### src/rtl/sbrp_pkg.sv
// Shared types and constants for the servo bus response parser.
// No dependencies; imported by sbrp_core, servo_bus_response_parser and the testbench.
`default_nettype none

package sbrp_pkg;

  localparam logic [7:0]  HdrByte      = 8'h55;
  localparam logic [7:0]  SumOk        = 8'hFF;
  localparam logic [7:0]  LenMin       = 8'd3;
  localparam logic [7:0]  LenMax       = 8'd7;
  localparam logic [2:0]  MaxPayload   = 3'd4;
  localparam logic [15:0] TimeoutReset = 16'd100;
  localparam logic [15:0] ElapsedMax   = 16'hFFFF;

  typedef enum logic [1:0] {
    ACT_START = 2'd0,
    ACT_BYTE  = 2'd1,
    ACT_TICK  = 2'd2
  } action_e;

  typedef enum logic [2:0] {
    ST_OK         = 3'd0,
    ST_BAD_HEADER = 3'd1,
    ST_ID_MISS    = 3'd2,
    ST_BAD_LEN    = 3'd3,
    ST_CMD_MISS   = 3'd4,
    ST_CHECKSUM   = 3'd5,
    ST_TIMEOUT    = 3'd6
  } status_e;

  // Frame walk: two header bytes, id, length, command, then payload/checksum
  typedef enum logic [2:0] {
    POS_HDR0 = 3'd0,
    POS_HDR1 = 3'd1,
    POS_ID   = 3'd2,
    POS_LEN  = 3'd3,
    POS_CMD  = 3'd4,
    POS_BODY = 3'd5
  } pos_e;

  typedef struct packed {
    logic [1:0] action;
    logic [7:0] rx_byte;
    logic [7:0] expected_id;
    logic [7:0] expected_cmd;
    logic [2:0] capacity;
  } item_t;

  typedef struct packed {
    logic       result_kind;
    logic [7:0] data_byte;
    logic [1:0] data_index;
    logic [2:0] status;
    logic [2:0] frame_length;
    logic       last;
  } res_t;

endpackage

`default_nettype wire

### src/rtl/sbrp_core.sv
// Parser state and per-item step logic: header/id/length/command checks,
// payload emit, checksum and timeout. Depends on sbrp_pkg.
`default_nettype none

module sbrp_core import sbrp_pkg::*; (
  input  logic        clk_i,
  input  logic        rst_ni,
  input  logic [15:0] timeout_ms_i,
  input  logic        step_i,
  input  item_t       item_i,
  output logic        res_valid_o,
  output res_t        res_o
);

  logic        active_q, active_d;
  pos_e        pos_q, pos_d;
  logic [7:0]  want_id_q, want_id_d;
  logic [7:0]  want_cmd_q, want_cmd_d;
  logic [2:0]  length_q, length_d;
  logic [7:0]  sum_q, sum_d;
  logic [2:0]  count_q, count_d;
  logic [2:0]  limit_q, limit_d;
  logic [15:0] elapsed_q, elapsed_d;

  logic        fin, emit;
  status_e     fin_status;
  logic [2:0]  fin_flen;
  logic [15:0] tick_inc;
  logic        timer_on;
  logic        in_body;
  logic [7:0]  sum_plus;
  logic [7:0]  rx;

  assign rx       = item_i.rx_byte;
  assign tick_inc = (elapsed_q == ElapsedMax) ? elapsed_q : elapsed_q + 16'd1;
  assign timer_on = (timeout_ms_i != 16'd0);
  assign in_body  = (count_q < (length_q - LenMin[2:0]));
  assign sum_plus = sum_q + rx;

  // Decide whether this item ends the response or emits a payload byte
  always_comb begin
    fin        = 1'b0;
    fin_status = ST_OK;
    fin_flen   = 3'd0;
    emit       = 1'b0;
    if (step_i && active_q) begin
      if (item_i.action == ACT_TICK) begin
        if (timer_on && (tick_inc >= timeout_ms_i)) begin
          fin        = 1'b1;
          fin_status = ST_TIMEOUT;
          fin_flen   = length_q;
        end
      end else if (item_i.action == ACT_BYTE) begin
        unique case (pos_q)
          POS_HDR0, POS_HDR1: begin
            if (rx != HdrByte) begin
              fin        = 1'b1;
              fin_status = ST_BAD_HEADER;
            end
          end
          POS_ID: begin
            if (rx != want_id_q) begin
              fin        = 1'b1;
              fin_status = ST_ID_MISS;
            end
          end
          POS_LEN: begin
            if ((rx < LenMin) || (rx > LenMax)) begin
              fin        = 1'b1;
              fin_status = ST_BAD_LEN;
            end
          end
          POS_CMD: begin
            if (rx != want_cmd_q) begin
              fin        = 1'b1;
              fin_status = ST_CMD_MISS;
              fin_flen   = length_q;
            end
          end
          POS_BODY: begin
            if (in_body) begin
              emit = (count_q < limit_q);
            end else begin
              fin        = 1'b1;
              fin_status = (sum_plus == SumOk) ? ST_OK : ST_CHECKSUM;
              fin_flen   = length_q;
            end
          end
          default: ;
        endcase
      end
    end
  end

  // Next state
  always_comb begin
    active_d   = active_q;
    pos_d      = pos_q;
    want_id_d  = want_id_q;
    want_cmd_d = want_cmd_q;
    length_d   = length_q;
    sum_d      = sum_q;
    count_d    = count_q;
    limit_d    = limit_q;
    elapsed_d  = elapsed_q;
    if (step_i) begin
      if (item_i.action == ACT_START) begin
        // rearm; a response in flight is dropped silently
        active_d   = 1'b1;
        pos_d      = POS_HDR0;
        want_id_d  = item_i.expected_id;
        want_cmd_d = item_i.expected_cmd;
        length_d   = 3'd0;
        sum_d      = 8'd0;
        count_d    = 3'd0;
        limit_d    = (item_i.capacity > MaxPayload) ? MaxPayload : item_i.capacity;
        elapsed_d  = 16'd0;
      end else if (fin) begin
        active_d = 1'b0;
        pos_d    = POS_HDR0;
      end else if (active_q && (item_i.action == ACT_TICK)) begin
        if (timer_on) begin
          elapsed_d = tick_inc;
        end
      end else if (active_q && (item_i.action == ACT_BYTE)) begin
        unique case (pos_q)
          POS_HDR0: pos_d = POS_HDR1;
          POS_HDR1: pos_d = POS_ID;
          POS_ID: begin
            sum_d = rx;
            pos_d = POS_LEN;
          end
          POS_LEN: begin
            length_d = rx[2:0];
            sum_d    = sum_plus;
            pos_d    = POS_CMD;
          end
          POS_CMD: begin
            sum_d   = sum_plus;
            count_d = 3'd0;
            pos_d   = POS_BODY;
          end
          POS_BODY: begin
            sum_d   = sum_plus;
            count_d = count_q + 3'd1;
          end
          default: ;
        endcase
      end
    end
  end

  // Result fields
  always_comb begin
    res_valid_o = fin | emit;
    res_o       = '0;
    if (fin) begin
      res_o.result_kind  = 1'b1;
      res_o.status       = fin_status;
      res_o.frame_length = fin_flen;
      res_o.last         = 1'b1;
    end else if (emit) begin
      res_o.data_byte    = rx;
      res_o.data_index   = count_q[1:0];
      res_o.frame_length = length_q;
    end
  end

  always_ff @(posedge clk_i or negedge rst_ni) begin
    if (!rst_ni) begin
      active_q   <= 1'b0;
      pos_q      <= POS_HDR0;
      want_id_q  <= 8'd0;
      want_cmd_q <= 8'd0;
      length_q   <= 3'd0;
      sum_q      <= 8'd0;
      count_q    <= 3'd0;
      limit_q    <= 3'd0;
      elapsed_q  <= 16'd0;
    end else begin
      active_q   <= active_d;
      pos_q      <= pos_d;
      want_id_q  <= want_id_d;
      want_cmd_q <= want_cmd_d;
      length_q   <= length_d;
      sum_q      <= sum_d;
      count_q    <= count_d;
      limit_q    <= limit_d;
      elapsed_q  <= elapsed_d;
    end
  end

endmodule

`default_nettype wire

### src/rtl/servo_bus_response_parser.sv
// Top level of the servo bus response parser: input register, timeout
// register, result register around sbrp_core. Depends on sbrp_pkg, sbrp_core.
`default_nettype none

// Channel   Direction  Handshake               Contents
// in        input      in_valid_i/in_ready_o   action, rx_byte, expected_id,
//                                               expected_cmd, capacity
// out       output     out_valid_o/out_ready_i result_kind, data_byte,
//                                               data_index, status,
//                                               frame_length, last
// cfg       input      cfg_we_i                timeout_ms (cfg_wdata_i)
//
// One item per cycle sustained while the result register is free or draining;
// each item passes the input register, then the result register.
// The step logic in sbrp_core sets the cycle; it is a compare/add per byte.
// Reset clears the parser to idle and loads timeout_ms with 100.
// A stalled result holds the input register; one more item can still be
// taken into it, after which in_ready_o drops until the result leaves.

module servo_bus_response_parser import sbrp_pkg::*; (
  input  logic        clk_i,
  input  logic        rst_ni,
  input  logic        cfg_we_i,
  input  logic [15:0] cfg_wdata_i,
  input  logic        in_valid_i,
  output logic        in_ready_o,
  input  logic [1:0]  action_i,
  input  logic [7:0]  rx_byte_i,
  input  logic [7:0]  expected_id_i,
  input  logic [7:0]  expected_cmd_i,
  input  logic [2:0]  capacity_i,
  output logic        out_valid_o,
  input  logic        out_ready_i,
  output logic        result_kind_o,
  output logic [7:0]  data_byte_o,
  output logic [1:0]  data_index_o,
  output logic [2:0]  status_o,
  output logic [2:0]  frame_length_o,
  output logic        last_o
);

  logic [15:0] timeout_q;
  logic        s1_valid_q;
  item_t       s1_item_q;
  logic        s1_adv;
  logic        in_xfer;
  logic        out_valid_q, out_valid_d;
  res_t        out_res_q;
  logic        core_valid;
  res_t        core_res;

  // Stage advance when the result register is free or draining
  assign s1_adv     = s1_valid_q && (!out_valid_q || out_ready_i);
  assign in_ready_o = !s1_valid_q || s1_adv;
  assign in_xfer    = in_valid_i && in_ready_o;

  // Timeout register
  always_ff @(posedge clk_i or negedge rst_ni) begin
    if (!rst_ni) begin
      timeout_q <= TimeoutReset;
    end else if (cfg_we_i) begin
      timeout_q <= cfg_wdata_i;
    end
  end

  // Input register
  always_ff @(posedge clk_i or negedge rst_ni) begin
    if (!rst_ni) begin
      s1_valid_q <= 1'b0;
    end else if (in_xfer) begin
      s1_valid_q <= 1'b1;
    end else if (s1_adv) begin
      s1_valid_q <= 1'b0;
    end
  end

  always_ff @(posedge clk_i) begin
    if (in_xfer) begin
      s1_item_q <= '{action:       action_i,
                     rx_byte:      rx_byte_i,
                     expected_id:  expected_id_i,
                     expected_cmd: expected_cmd_i,
                     capacity:     capacity_i};
    end
  end

  sbrp_core u_core (
    .clk_i        (clk_i),
    .rst_ni       (rst_ni),
    .timeout_ms_i (timeout_q),
    .step_i       (s1_adv),
    .item_i       (s1_item_q),
    .res_valid_o  (core_valid),
    .res_o        (core_res)
  );

  // Result register
  always_comb begin
    out_valid_d = out_valid_q;
    if (s1_adv) begin
      out_valid_d = core_valid;
    end else if (out_ready_i) begin
      out_valid_d = 1'b0;
    end
  end

  always_ff @(posedge clk_i or negedge rst_ni) begin
    if (!rst_ni) begin
      out_valid_q <= 1'b0;
    end else begin
      out_valid_q <= out_valid_d;
    end
  end

  always_ff @(posedge clk_i) begin
    if (s1_adv && core_valid) begin
      out_res_q <= core_res;
    end
  end

  assign out_valid_o    = out_valid_q;
  assign result_kind_o  = out_res_q.result_kind;
  assign data_byte_o    = out_res_q.data_byte;
  assign data_index_o   = out_res_q.data_index;
  assign status_o       = out_res_q.status;
  assign frame_length_o = out_res_q.frame_length;
  assign last_o         = out_res_q.last;

endmodule

`default_nettype wire

### config.mk
export PLATFORM = sky130hd
export DESIGN_NAME = servo_bus_response_parser
export DESIGN_NICKNAME = d
export VERILOG_FILES = /design/src/rtl/sbrp_pkg.sv /design/src/rtl/sbrp_core.sv /design/src/rtl/servo_bus_response_parser.sv
export SDC_FILE = /design/constraint.sdc
export NUM_CORES = 1
export LEC_CHECK = 0
export BUFFER_PORTS_ARGS = -buffer_cell sky130_fd_sc_hd__buf_2
export CAP_MARGIN = 20
export CORE_MARGIN = 3
export CORE_UTILIZATION = 46
export CTS_CLUSTER_SIZE = 28
export DETAILED_ROUTE_END_ITERATION = 8
export PLACE_DENSITY_LB_ADDON = 0.3
export SETUP_SLACK_MARGIN = 0.2
export SLEW_MARGIN = 20
export SYNTH_ARGS = -nofsm -noshare
export SYNTH_HDL_FRONTEND = slang
export SYNTH_HIERARCHICAL = 1
export SYNTH_SLANG_ARGS = --single-unit
### constraint.sdc
create_clock -name clk_i -period 9.6 [get_ports clk_i]
set_input_delay 1.44 -clock clk_i [delete_from_list [all_inputs] [get_ports clk_i]]
set_output_delay 1.44 -clock clk_i [all_outputs]
set_load 0.05 [all_outputs]
After elaboration in Yosys (flattened, before gate mapping)
Index checks and enable logic that the tools add are counted.
{"block": "totals", "regBits": 117, "output_inout_bits": 20, "inputBits": 50, "word_cells": 153}
{"block": "op_classes", "n_reduce_logical": 37, "order_cmp": 6, "muxes": 67, "n_addsub": 4, "n_bitwise": 2, "eq_ne": 15}
{"op": "3-bit two-way mux", "n": 28}
{"op": "16-bit two-way mux", "n": 5}
{"op": "8-bit two-way mux", "n": 4}
{"op": "3-bit one-hot mux with 5 select lines", "n": 2}
{"op": "1-bit two-way mux", "n": 22}
{"op": "16-bit by 1-bit adder with 16-bit output, second input constant", "n": 1}
{"op": "16-bit equality test, second input constant", "n": 1}
{"op": "16-bit >= comparator", "n": 1}
{"op": "8-bit inequality test", "n": 2}
{"op": "8-bit one-hot mux with 2 select lines", "n": 1}
{"op": "16-bit nonzero test", "n": 1}
{"op": "5-bit AND reduction", "n": 3}
{"op": "2-bit nonzero test", "n": 7}
{"op": "3-bit one-hot mux with 2 select lines", "n": 2}
{"op": "3-bit nonzero test", "n": 3}
{"op": "8-bit adder", "n": 1}
{"op": "8-bit equality test, second input constant", "n": 1}
{"op": "8-bit by 3-bit > comparator with 1-bit output, second input constant", "n": 1}
{"op": "8-bit by 2-bit less-than comparator with 1-bit output, second input constant", "n": 1}
{"op": "8-bit by 7-bit inequality test with 1-bit output, second input constant", "n": 1}
{"op": "4-bit AND reduction", "n": 2}
{"op": "1-bit logical AND", "n": 7}
{"op": "7-bit nonzero test", "n": 1}
{"op": "3-bit by 2-bit equality test with 1-bit output, second input constant", "n": 2}
{"op": "other kinds (22)", "n": 31}

Longest topological paths before layout
{"block": "depth", "depth_word": 9, "mapped_depth": 18, "depth_no_buf": 15}

By module
Netlist, hierarchy kept.
{"mod": "sbrp_core", "seq_area_each_um2": 1326.3, "n_inst": 1, "cells_per_inst": 489, "area_per_inst_um2": 4073.9}
{"mod": "servo_bus_response_parser", "seq_area_each_um2": 1865.5, "n_inst": 1, "cells_per_inst": 91, "area_per_inst_um2": 2160.8}

Worst setup path before layout
No wires, ideal clock.
{"block": "synth_path", "path_kind": "reg-to-reg", "start": "register u_core.elapsed_q[3]", "end": "register out_res_q, in the netlist data_byte_o[0] (enable)", "path_buffers": 3, "slack_ns": 5.236, "path_stages_with_launch": 19, "setup_ns": 0.395, "synth_period_minus_slack_ns": 4.364, "arrival_time_ns": 3.970, "t_required_ns": 9.205, "path_cell_list": "dfrtp_1 buf_2 and4_4 nand4_4 or4_1 buf_2 nand2b_2 buf_6 nor2_1 xor2_1 ha_1 and3_1 a221oi_1 o211ai_1 a31oi_1 nor3_1 or3_1 nand2_1 nor2b_1"}
{"block": "synth_via", "elab_chain_len": 9, "elab_cells_between_ends": 10, "classes_between": "add/sub: 1; order compare: 1; eq/ne: 1; mux: 4; bitwise: 1; reduce/logical: 2"}
{"item": "from (decl)", "line_no": "sbrp_core.sv:23", "source": "logic [15:0] elapsed_q, elapsed_d;"}
{"item": "from (signal assigned)", "line_no": "sbrp_core.sv:189", "source": "elapsed_q <= elapsed_d;"}
{"item": "16-bit by 1-bit adder with 16-bit output / 16-bit equality test (equally long branches)", "line_no": "sbrp_core.sv:35", "source": "assign tick_inc = (elapsed_q == ElapsedMax) ? elapsed_q : elapsed_q + 16'd1;"}
{"item": "16-bit two-way mux (*)", "line_no": "sbrp_core.sv:35"}
{"item": "16-bit >= comparator (*)", "line_no": "sbrp_core.sv:48", "source": "if (timer_on && (tick_inc >= timeout_ms_i)) begin"}
{"item": "1-bit logical AND (*)", "line_no": "sbrp_core.sv:48"}
{"item": "1-bit two-way mux (*)", "line_no": "sbrp_core.sv:48"}
{"item": "1-bit two-way mux (*)", "line_no": "sbrp_core.sv:47", "source": "if (item_i.action == ACT_TICK) begin"}
{"item": "1-bit two-way mux (*)", "line_no": "sbrp_core.sv:46", "source": "if (step_i && active_q) begin"}
{"item": "1-bit OR (*)", "line_no": "sbrp_core.sv:155", "source": "res_valid_o = fin | emit;"}
{"item": "via core_valid", "line_no": "servo_bus_response_parser.sv:49", "source": "logic core_valid;"}
{"item": "1-bit logical AND (*)", "line_no": "servo_bus_response_parser.sv:116", "source": "if (s1_adv && core_valid) begin"}
{"item": "to (signal assigned)", "line_no": "servo_bus_response_parser.sv:117", "source": "out_res_q <= core_res;"}
{"item": "to (decl)", "line_no": "servo_bus_response_parser.sv:48", "source": "res_t out_res_q;"}
The timed path passes the listed nets; every way through them passes the cells marked *.
A chain may end at the register's enable or synchronous reset.

Final worst setup path
{"block": "layout_path", "start": "register u_core.elapsed_q[3]", "end": "register out_res_q, in the netlist frame_length_o[0] (enable)"}
Same word-level chain as after synthesis.

==> results.md <==
* Status: finished clean
* Hold_buf cts at 0
* PostCTS Resize Cnt at 0
* R2R depth at 16
* Worst R2R Start: u_core/elapsed_q[3]$_DFFE_PN0P_
* CTS Sinks at around 120
* First-pass GRT wire length at about 21 mm
* Post-DP HPWL at 9.073 mm
* Total CTS buffers at 17
* Vias at 4486
* Crit path capture: frame_length_o[0]$_DFFE_PP_
* Clk_lat worst skew at between 0.4 and 0.5 ns
* Core ar. at roughly 13000 um^2
* Vias per Instance at ~5.4
* Most frequent cells in the layout: nand2_1, buf_2, dfrtp_1
* Area growth from synthesis to layout at 15.01%
* Max cap viols at 0
* Pwr dens at between 200 and 250 nW/um^2
* Synthesis-stage register bit count at roughly 120
* Critical R2R Capture: frame_length_o[0]$_DFFE_PP_
* Post-synthesis cell count at slightly below 600
* Post-DRT Antenna Nets at 0
* Die width at between 100 and 150 um
* Warnings from Yosys at 6
* Final hold vios at 0
* Asr flop ratio synth at 60.17%
* Synth Net Count at roughly 660
* Top FF cell, synth: dfrtp_1
* Worst setup SP type: register
* Non-filler instance count after layout at between 800 and 900
* Final setup TNS at 0 ns
* Arr. time, crit path at about 4.6 ns
* Die area at 14990 um^2
* Area of the mapped netlist at approximately 6200 um^2
* Root Buffer: clkbuf_16
* Largest net degree at the start of global routing at just over 70
* CP Class: reg2reg
* DP Cell Count at between 800 and 900
* Critical Path Source: u_core/elapsed_q[3]$_DFFE_PN0P_
* Peak Freq at ~220 MHz
* Initial DRC count at between 200 and 300
* DRC at 0
* IO Port Bufs at slightly below 70
* Worst-path maximum fanout at 18
* IR drop worst, VDD at 0.09990 mV
* Vias in the first global route at 4221
* Congestion Overflow GR at 0
* Final Routed Wirelength at around 13 mm
* Mapped Avg Cell Area at roughly 11 um^2
* Top-Level Pins at 70
* Worst Skew at between 0.007 and 0.008 ns
* DR WL/cell at roughly 15 um
* Static Leakage at between 3 and 4 nW
* Gr usage total at between 10% and 20%
* Number of synthesized flops with an enable pin at 47
* TritonCTS clock tree: done
* Die Y at 122.4 um
* Min-delay worst type: reg2reg
* Initial Util at between 40% and 50%
* Layout cell share with drive strength beyond 1 at a little over a fifth
* Commonest non-fill, non-tap cell in the layout: nand2_1
* # nets final at about 730
* Fin crit share at roughly 47%
* H-Tree Depth at 4
* Register-to-register setup slack at 5.13 ns
* 1st-pass router iterations at 5
* # rows at around 40
* Slew margin rel. at about 40%
* Setup-failing EPs final at 0
* CP endpoint kind: register
* Clock Tree Buf Depth at 2
* Yosys cell types at 61
* RSZ-0062 raised after global routing: no
* Fin crit period at about 4.5 ns
* Ant diodes at 0
* Seq/Total Area, Yosys at roughly half
* Worst-path clk slew at 0.05 ns
* Initial antenna violation count at 0
* Hold_ws at approximately 0.44 ns
* Setup bufs post-CTS at 0
* Worst Max-Slew Pin Slew at 0.9030 ns
* Worst Path Required at 9.75 ns
* GPL Wtd Cong at 0.8674
* Slew Viols, Final at 0
[cell families after synthesis]
logic type                 share of synthesized area (%)
and+or+nand+nor                                    17.14
xor gates and xnor gates                           4.917
adders and majority gates                          6.342
AOI/OAI and AO/OA                                  10.84
muxes                                              4.756
buffers and inverters                              4.816
DFF                                                51.19
[final cells by class]
cell class	count	area, um^2
clock buffer	22	444.2
clock inverter	10	62.56
fill	1120	5757
inverter	37	138.9
multi-input combinational	401	2743
sequential	118	3192
tap	172	215.2
timing repair buffer	73	375.4
[worst min path at each step]
stage | start | to | slack [ns] | depth (start not counted)
floorplan | s1_item_q[3]$_DFFE_PP_ | u_core/want_cmd_q[0]$_DFFE_PN0P_ | 0.41 | 2
global placement | s1_item_q[15]$_DFFE_PP_ | u_core/want_id_q[4]$_DFFE_PN0P_ | 0.42 | 2
detailed placement | s1_item_q[14]$_DFFE_PP_ | u_core/want_id_q[3]$_DFFE_PN0P_ | 0.43 | 2
CTS | s1_item_q[14]$_DFFE_PP_ | u_core/want_id_q[3]$_DFFE_PN0P_ | 0.44 | 2
global route | s1_item_q[15]$_DFFE_PP_ | u_core/want_id_q[4]$_DFFE_PN0P_ | 0.46 | 2
finish | s1_item_q[14]$_DFFE_PP_ | u_core/want_id_q[3]$_DFFE_PN0P_ | 0.44 | 2
[per-layer routing]
metal / global-route usage, % / up-vias / part of all wire [%]
met3: 4.286 / 20 / 6.5
met2: 25.04 / 167 / 42
met5: 0 / - / 0
met4: 6.788 / 0 / 1.2
met1: 27.70 / 2112 / 50
li1: - / 2187 / -
[power by group]
part           leakage, nW  switching (mW)  internal [mW]
sequential            1.35          0.0676          0.600
combinational         1.69           0.220          0.171
clock                0.247           0.213          0.326
[through the flow]
stage          util [%]  total power [mW]  cell area [um^2]  worst slack [ns]
2_1_floorplan         -            0.9714              6235             5.236
3_3_place_gp      51.55             1.049              6664             5.330
3_5_place_dp      51.55             1.063              6664             5.198
4_1_cts           55.47             1.609              7171             5.148
5_1_grt           55.47             1.696              7171             4.861
6_report          55.47             1.597              7171             5.129
[critical path, stage by stage, from the launching register on]
cell      delay (ns)
dfrtp_1         0.48
and4_4          0.32
nand4_4         0.14
or4_1           0.65
nand2b_2        0.21
nor2_1          0.09
xor2_1          0.15
ha_1            0.29
and3_1          0.18
a221oi_1        0.27
o211ai_1        0.13
a31oi_1         0.35
nor3_1          0.17
or3_1           0.43
nand2_1         0.11
nor2b_1         0.05
buf_4           0.20
[flip-flops by register name, indices dropped and copies added (netlist names), 8 cells and up]
| register | cells |
|---|---|
| data_byte_o | 8 |
| u_core/want_cmd_q | 8 |
| u_core/sum_q | 8 |
| u_core/elapsed_q | 16 |
| u_core/want_id_q | 8 |
| s1_item_q | 29 |
| timeout_q | 16 |
[cell usage after synthesis, types with 8 or more instances]
cell type / n / area, um^2
a21oi_1: 19 / 95.09
a22o_1: 9 / 78.83
a31oi_1: 9 / 56.30
and2_1: 12 / 75.07
and3_1: 9 / 56.30
buf_2: 8 / 40.04
clkbuf_1: 8 / 30.03
dfrtp_1: 68 / 1702
edfxtp_1: 47 / 1411
ha_1: 30 / 375.4
inv_1: 37 / 138.9
mux2_2: 13 / 146.4
mux2_4: 10 / 150.1
nand2_1: 84 / 315.3
nand3_1: 21 / 105.1
nor2_1: 28 / 105.1
nor3_1: 9 / 45.04
o21ai_0: 32 / 160.2
xnor2_1: 13 / 113.9
xor2_1: 22 / 192.7
Note: power is estimated with default switching activity, not from simulation.
